==> src/design/pce_pkg.sv <==
// shared types, constants and compare helpers for the polytope chord extrema unit
// no dependencies; imported by every other design file except pce_if
package pce_pkg;

  localparam int EW = 14;  // internal signed exponent width

  localparam logic [63:0] FREE_LOW  = 64'hC08F_4000_0000_0000;  // -1000.0
  localparam logic [63:0] FREE_HIGH = 64'h408F_4000_0000_0000;  // 1000.0
  localparam logic [63:0] EXT_POS   = 64'h41CD_CD65_0000_0000;  // 1e9
  localparam logic [63:0] EXT_NEG   = 64'hC1CD_CD65_0000_0000;  // -1e9
  localparam logic [63:0] QNAN      = 64'h7FF8_0000_0000_0000;
  localparam logic [62:0] INF_MAG   = 63'h7FF0_0000_0000_0000;
  localparam logic [63:0] POS_ZERO  = 64'd0;

  typedef enum logic [1:0] {
    FOP_MUL,
    FOP_ADD,
    FOP_SUB,
    FOP_DIV
  } fop_t;

  typedef enum logic [2:0] {
    FS_IDLE,
    FS_NORM,
    FS_MUL,
    FS_DIV,
    FS_ADD,
    FS_POST,
    FS_ROUND
  } fpu_state_t;

  typedef enum logic [3:0] {
    BK_IDLE,
    BK_MUL_V,
    BK_ADD_V,
    BK_MUL_S,
    BK_ADD_S,
    BK_ROW,
    BK_SUB_LO,
    BK_DIV_LO,
    BK_SUB_HI,
    BK_DIV_HI,
    BK_EMIT
  } bk_state_t;

  typedef struct packed {
    logic [63:0] coefficient;
    logic [63:0] point_value;
    logic [63:0] direction_value;
    logic [63:0] lower_bound;
    logic [63:0] upper_bound;
    logic        row_end;
    logic        sweep_end;
    logic        is_free;
  } pce_entry_t;

  typedef struct packed {
    logic        start;
    fop_t        op;
    logic [63:0] a;
    logic [63:0] b;
  } fpu_req_t;

  typedef struct packed {
    logic        done;
    logic [63:0] res;
  } fpu_rsp_t;

  function automatic logic fp_is_nan(input logic [63:0] x);
    fp_is_nan = (x[62:52] == 11'h7FF) && (x[51:0] != 52'd0);
  endfunction

  // ieee less-than: false on nan, +0 equals -0
  function automatic logic fp_lt(input logic [63:0] a, input logic [63:0] b);
    logic res;
    if (fp_is_nan(a) || fp_is_nan(b)) begin
      res = 1'b0;
    end else if ((a[62:0] == 63'd0) && (b[62:0] == 63'd0)) begin
      res = 1'b0;
    end else if (a[63] != b[63]) begin
      res = a[63];
    end else if (!a[63]) begin
      res = a[62:0] < b[62:0];
    end else begin
      res = a[62:0] > b[62:0];
    end
    fp_lt = res;
  endfunction

endpackage

==> src/design/pce_if.sv <==
// channel interfaces of the polytope chord extrema unit
// depends on nothing; used by the front, back and top level
interface pce_in_if;
  logic        valid;
  logic        ready;
  logic [63:0] coefficient;
  logic [63:0] point_value;
  logic [63:0] direction_value;
  logic        row_end;
  logic [63:0] lower_bound;
  logic [63:0] upper_bound;
  logic        sweep_end;

  modport source (
    output valid, coefficient, point_value, direction_value, row_end,
           lower_bound, upper_bound, sweep_end,
    input  ready
  );
  modport sink (
    input  valid, coefficient, point_value, direction_value, row_end,
           lower_bound, upper_bound, sweep_end,
    output ready
  );
endinterface


==> src/design/pce_front.sv <==
// front part: takes input requests, flags free rows, holds them in a two-entry queue
// depends on pce_pkg and pce_in_if
module pce_front
  import pce_pkg::*;
(
  input  logic        clk,
  input  logic        rst_n,
  pce_in_if.sink      in_ch,
  input  logic        pop,
  output logic        head_valid,
  output pce_entry_t  head
);

  pce_entry_t q_r [2];
  logic wr_ptr_r, wr_ptr_nxt, rd_ptr_r, rd_ptr_nxt;
  logic [1:0] cnt_r, cnt_nxt;
  logic push;
  pce_entry_t entry;

  assign in_ch.ready = cnt_r != 2'd2;
  assign push = in_ch.valid && in_ch.ready;

  always_comb begin
    entry.coefficient = in_ch.coefficient;
    entry.point_value = in_ch.point_value;
    entry.direction_value = in_ch.direction_value;
    entry.lower_bound = in_ch.lower_bound;
    entry.upper_bound = in_ch.upper_bound;
    entry.row_end = in_ch.row_end;
    entry.sweep_end = in_ch.sweep_end;
    entry.is_free = (in_ch.lower_bound == FREE_LOW) && (in_ch.upper_bound == FREE_HIGH);
  end

  always_comb begin
    wr_ptr_nxt = push ? ~wr_ptr_r : wr_ptr_r;
    rd_ptr_nxt = pop ? ~rd_ptr_r : rd_ptr_r;
    cnt_nxt = cnt_r + {1'b0, push} - {1'b0, pop};
  end

  always_ff @(posedge clk) begin
    if (!rst_n) begin
      wr_ptr_r <= 1'b0;
      rd_ptr_r <= 1'b0;
      cnt_r <= 2'd0;
    end else begin
      wr_ptr_r <= wr_ptr_nxt;
      rd_ptr_r <= rd_ptr_nxt;
      cnt_r <= cnt_nxt;
    end
    if (push) q_r[wr_ptr_r] <= entry;
  end

  assign head_valid = cnt_r != 2'd0;
  assign head = q_r[rd_ptr_r];

endmodule

==> src/flat_wrapper.sv <==
// flat-port wrapper written by rule: the top's interface ports become plain ports
module pce_front_flat import pce_pkg::*;
  (clk, rst_n, pop, head_valid, head, in_ch_valid, in_ch_coefficient, in_ch_point_value, in_ch_direction_value, in_ch_row_end, in_ch_lower_bound, in_ch_upper_bound, in_ch_sweep_end, in_ch_ready);
  pce_in_if in_ch_i ();
  input  logic clk;
  input  logic rst_n;
  input  logic pop;
  output logic head_valid;
  output pce_entry_t head;
  input wire logic [$bits(in_ch_i.valid)-1:0] in_ch_valid;
  input wire logic [$bits(in_ch_i.coefficient)-1:0] in_ch_coefficient;
  input wire logic [$bits(in_ch_i.point_value)-1:0] in_ch_point_value;
  input wire logic [$bits(in_ch_i.direction_value)-1:0] in_ch_direction_value;
  input wire logic [$bits(in_ch_i.row_end)-1:0] in_ch_row_end;
  input wire logic [$bits(in_ch_i.lower_bound)-1:0] in_ch_lower_bound;
  input wire logic [$bits(in_ch_i.upper_bound)-1:0] in_ch_upper_bound;
  input wire logic [$bits(in_ch_i.sweep_end)-1:0] in_ch_sweep_end;
  output wire logic [$bits(in_ch_i.ready)-1:0] in_ch_ready;
  assign in_ch_i.valid = in_ch_valid;
  assign in_ch_i.coefficient = in_ch_coefficient;
  assign in_ch_i.point_value = in_ch_point_value;
  assign in_ch_i.direction_value = in_ch_direction_value;
  assign in_ch_i.row_end = in_ch_row_end;
  assign in_ch_i.lower_bound = in_ch_lower_bound;
  assign in_ch_i.upper_bound = in_ch_upper_bound;
  assign in_ch_i.sweep_end = in_ch_sweep_end;
  assign in_ch_ready = in_ch_i.ready;
  pce_front u_core (.clk(clk), .rst_n(rst_n), .in_ch(in_ch_i), .pop(pop), .head_valid(head_valid), .head(head));
endmodule
==> config.mk <==
export PLATFORM = sky130hd
export DESIGN_NAME = pce_front_flat
export DESIGN_NICKNAME = d
export VERILOG_FILES = /design/src/design/pce_pkg.sv /design/src/design/pce_if.sv /design/src/design/pce_front.sv /design/src/flat_wrapper.sv
export SDC_FILE = /design/constraint.sdc
export NUM_CORES = 1
export LEC_CHECK = 0
export BUFFER_PORTS_ARGS = -buffer_cell sky130_fd_sc_hd__buf_2
export CORE_AREA = 2 2 255 257
export DETAILED_ROUTE_END_ITERATION = 10
export DIE_AREA = 0 0 257 259
export SLEW_MARGIN = 20
export SYNTH_ARGS = -nofsm -noshare
export SYNTH_HDL_FRONTEND = slang
export SYNTH_SLANG_ARGS = --single-unit
==> constraint.sdc <==
create_clock -name clk -period 24.6 [get_ports clk]
set_clock_uncertainty 0.1 [all_clocks]
set_input_delay 4.92 -clock clk [delete_from_list [all_inputs] [get_ports clk]]
set_output_delay 4.92 -clock clk [all_outputs]
set_load 0.005 [all_outputs]
== Word-level counts from Yosys, hierarchy flattened ==
Memories as Yosys holds them, arrays and structs flattened. A register that Yosys moved wholly into a read port is not among the register bits.
Cells that the tools add are included.

* Bits in registers: 4
* Memory bits (writable): 646
* Word-level logic and storage cells: 18
* Memories: 1

* $add $sub $neg: 2
* Equality and inequality tests: 3
* Mux-type cells: 4
* Bitwise gates (word level): 2
* Reductions and logical operators: 3

{| class="wikitable"
|+ Memories
! name !! depth !! width !! read ports !! clocked after Yosys merged registers in !! write ports !! line !! RTL
|-
| u_core.q_r || 2 || 323 || 1 || 1 || 1 || pce_front.sv:14 || <nowiki>pce_entry_t q_r [2];</nowiki>
|}

{| class="wikitable"
|+ Operators with widths
! cell !! count
|-
| $eq 64x63->1 const B || 1
|-
| $eq 64x64->1 const B || 1
|-
| $mux 1 || 4
|-
| $add 2x1->2 || 1
|-
| $logic_and 1x1->1 || 2
|-
| $ne 2x2->1 const B || 1
|-
| $not 1->1 || 2
|-
| $reduce_bool 2->1 || 1
|-
| $sub 2x1->2 || 1
|}

== Depth between registers and ports, before layout ==
* Depth in word-level cells: 4
* Depth in mapped cells: 7
* Gate-level depth less buffers: 7

== Worst setup path after synthesis ==
No wires, ideal clock.

* Path type: input -> register
* Start point: input port in_ch_valid
* End point: memory u_core.q_r[0][0] in the netlist's numbering, enable pin
* Setup time: 1.014 ns
* Data arrival time: 18.380 ns
* Data required time: 23.486 ns
* Slack: 5.107 ns
* Stages: 2
* Path through: nand2_1 > nor2_1

* Cells in the longest elaborated chain, start to end: 3

{| class="wikitable"
|+ RTL lines
! item !! line !! RTL
|-
| start, declared || flat_wrapper.sv:10 || <nowiki>input wire logic [$bits(in_ch_i.valid)-1:0] in_ch_valid;</nowiki>
|-
| $logic_and 1x1->1 || pce_front.sv:21 || <nowiki>assign push = in_ch.valid && in_ch.ready;</nowiki>
|-
| $mux 1 || pce_front.sv:50 || <nowiki>if (push) q_r[wr_ptr_r] <= entry;</nowiki>
|-
| $mux 1 (not written as such) || pce_front.sv:50 ||
|-
| end, declared || pce_front.sv:14 ||
|}

Every way passes these cells.

==> impl_metrics.toml <==
[outcome]
outcome = "finished, final reports clean"

[placed_design]
dp_slack_ns = 16.18
dpl.hpwl_mm = 41.6
gp_congestion = 0.840
portBuffers = 650

[flow_run]
maxCapViolCount = 0

[setup_path]
cp-start-kind = "flip-flop"
critPathBufInv = 3
critPathCaptureType = "primary output"
path_class = "reg -> out"
cp_top_family = "buffers and inverters"
cp_slowest_stage_delay_ns = 0.93
reg2regPathDepth = 4
critPathCapture = "head[24]"
reg2reg_from = "u_core.cnt_r[0]$_SDFF_PN0_"
crit_slowest_cell = "dfxtp_4"
crit_fanout = 72
required_ns = 19.58
cp.arrival_ns = 4.02
path_depth = 4
r2r-end = "u_core.q_r[1][316]$_DFFE_PP_"
crit_chain = "buf_4, buf_4, mux2_2, buf_2"
crit_top_cell = "buf_4"
r2r_slack_ns = 20.81

[logic_synthesis]
synth.distinct_cells = 21
synth_top_area_cell = "edfxtp_1"
avgSynthCellArea_um2 = 22.2
synth_flop_cell = "edfxtp_1"
synthCells = 1072
synth_edf_count = 646
synth_area_leaders = "edfxtp_1 (82%), mux2_2 (15%), buf_2 (0.57%), nor4_1 (0.47%), dfxtp_1 (0.42%)"
yosys.area.top_type_share = 0.817
seq_area_frac_synth = 0.821
synth_seq_cells = 651
async_flop_share = 0
synth_fp_nets = 1400
syn_area_um2 = 23800
synth-warning-count = 0

[finish]
drive_above_1_share = 0.598
final_cell_mix = "buf_2 (650), edfxtp_1 (646), mux2_2 (323), clkbuf_16 (70), nor4_1 (18)"
layout.nets = 2096
synthToLayoutAreaGrowth_pct = 27.0
layout_commonest_cell = "buf_2"
fill_cells = 5495

[detailed_routing]
drtIter0Drc = 740
vias_per_cell = 4.75
drcViolationCount = 0
wirelength_mm = 59.6
postRouteAntennaNets = 0
wl_per_cell_um = 22.2
dr_total_vias = 12757
dr.pass1.iters = 4

[clocking]
ctsResizeCount = 0
cts_sinks = 651
clk_latency_ns = 0.59
cts_setup_buffers = 0
numCtsBuffers = 69
cts-root-buf = "clkbuf_16"
htreeDepth = 3
clkTransAtPathRegs_ns = 0.06
hold_buffers = 0
clockBufferDepth = 3
cts_tree = "built"

[sta]
slew_viol_final = 0
period_needed_ns = 9.04
rsz0062_at_grt = "false"
fmaxAchievable_mhz = 111
worst_pin_slew_ns = 1.12
fin_crit_sh = 0.367
setup_ws_ns = 15.56
tns_ns = 0
slew_headroom = 0.256
finalSetupViolCount = 0
finalHoldViolCount = 0

[floorplanning]
dieArea_um2 = 66600
num_rows = 93
core_area_um2 = 63900
die_x_um = 257
floorplan.initialDensity = 0.372
ios = 651
die_h_um = 259

[global_routing]
grt_pass1_wl_mm = 85.9
grtUsageTotal = 0.173
grt_start_max_net_pins = 165
antenna_found_initial = 15
grt_pass1_vias = 13656
grt_overflow = 0

[pwr]
ir_drop_mv = 0.0750
p_total_mw = 2.93
leakage_nw = 11.0
powerDensity_nw_per_um2 = 97.0

[min_path]
hp-class = "reg -> reg"
hold_start = "u_core.rd_ptr_r$_SDFFE_PN0P_"
-- cell usage after synthesis (2+ instances only) --
master      n
edfxtp_1  646
mux2_2    323
buf_2      27
nor4_1     18
clkbuf_1    9
nand4_1     8
and2_1      5
dfxtp_1     5
nor4_2      5
nor4b_1     5
or4_1       5
inv_1       3
xnor2_1     3
ha_1        2
nand2_1     2
-- power by group --
part           switching [mW]  internal [mW]
Sequential             0.0471           1.44
Clock                   0.426          0.553
Combinational           0.259          0.200
Total                   0.732           2.19
-- flip-flops by register name (all words and copies together) (netlist names), named ones only --
signal	count
u_core.rd_ptr_r	1
u_core.cnt_r	2
u_core.wr_ptr_r	1
u_core.q_r	646
-- worst reg2reg max path, stage by stage (launching register included) --
cell and delay, ns:
dfxtp_1 0.35, nand2b_1 0.17, and3_4 0.88, buf_4 0.86, buf_4 0.99
-- cell type report --
cell class,count,area (um2),area share
Multi-Input combinational cell,382,4090,0.135
Sequential cell,651,19500,0.646
Timing Repair Buffer,661,3350,0.111
Tap cell,855,1070,0.0355
Clock inverter,39,308,0.0102
Antenna cell,11,27.5,0.000912
Clock buffer,85,1820,0.0603
Inverter,3,11.3,0.000373
-- cell families after synthesis --
group | after synthesis | share of synthesized area
xor+xnor | 4 | 0.00148
fa+ha+maj | 2 | 0.00105
buf+inv | 39 | 0.00759
flops | 651 | 0.821
mux | 323 | 0.153
simple gates | 53 | 0.0159
-- layer usage --
layer / track usage / routed length, um
met1: 0.190 / 21900
met4: 0.0893 / 2410
met2: 0.302 / 31100
met5: 0 / 39
met3: 0.0509 / 4160
-- worst min path at each step --
stage | endpoint | slack [ns] | cells past startpoint
after floorplan | flip-flop | 0.45 | 2
after global placement | flip-flop | 0.46 | 2
after detailed placement | flip-flop | 0.46 | 2
after CTS | flip-flop | 0.47 | 2
after global routing | flip-flop | 0.51 | 2
final | flip-flop | 0.47 | 2
-- metrics by stage --
stage / hold WS, ns / area (um2) / util / std cells
after floorplan: 0.455 / 23800 / - / 1072
after global placement: 0.457 / 28000 / 0.439 / 2552
after detailed placement: 0.462 / 28000 / 0.439 / 2552
after CTS: 0.474 / 30100 / 0.472 / 2676
after global routing: 0.510 / 30200 / 0.472 / 2685
final: 0.473 / 30200 / 0.472 / 2687
(Power assumes the default switching activity.)
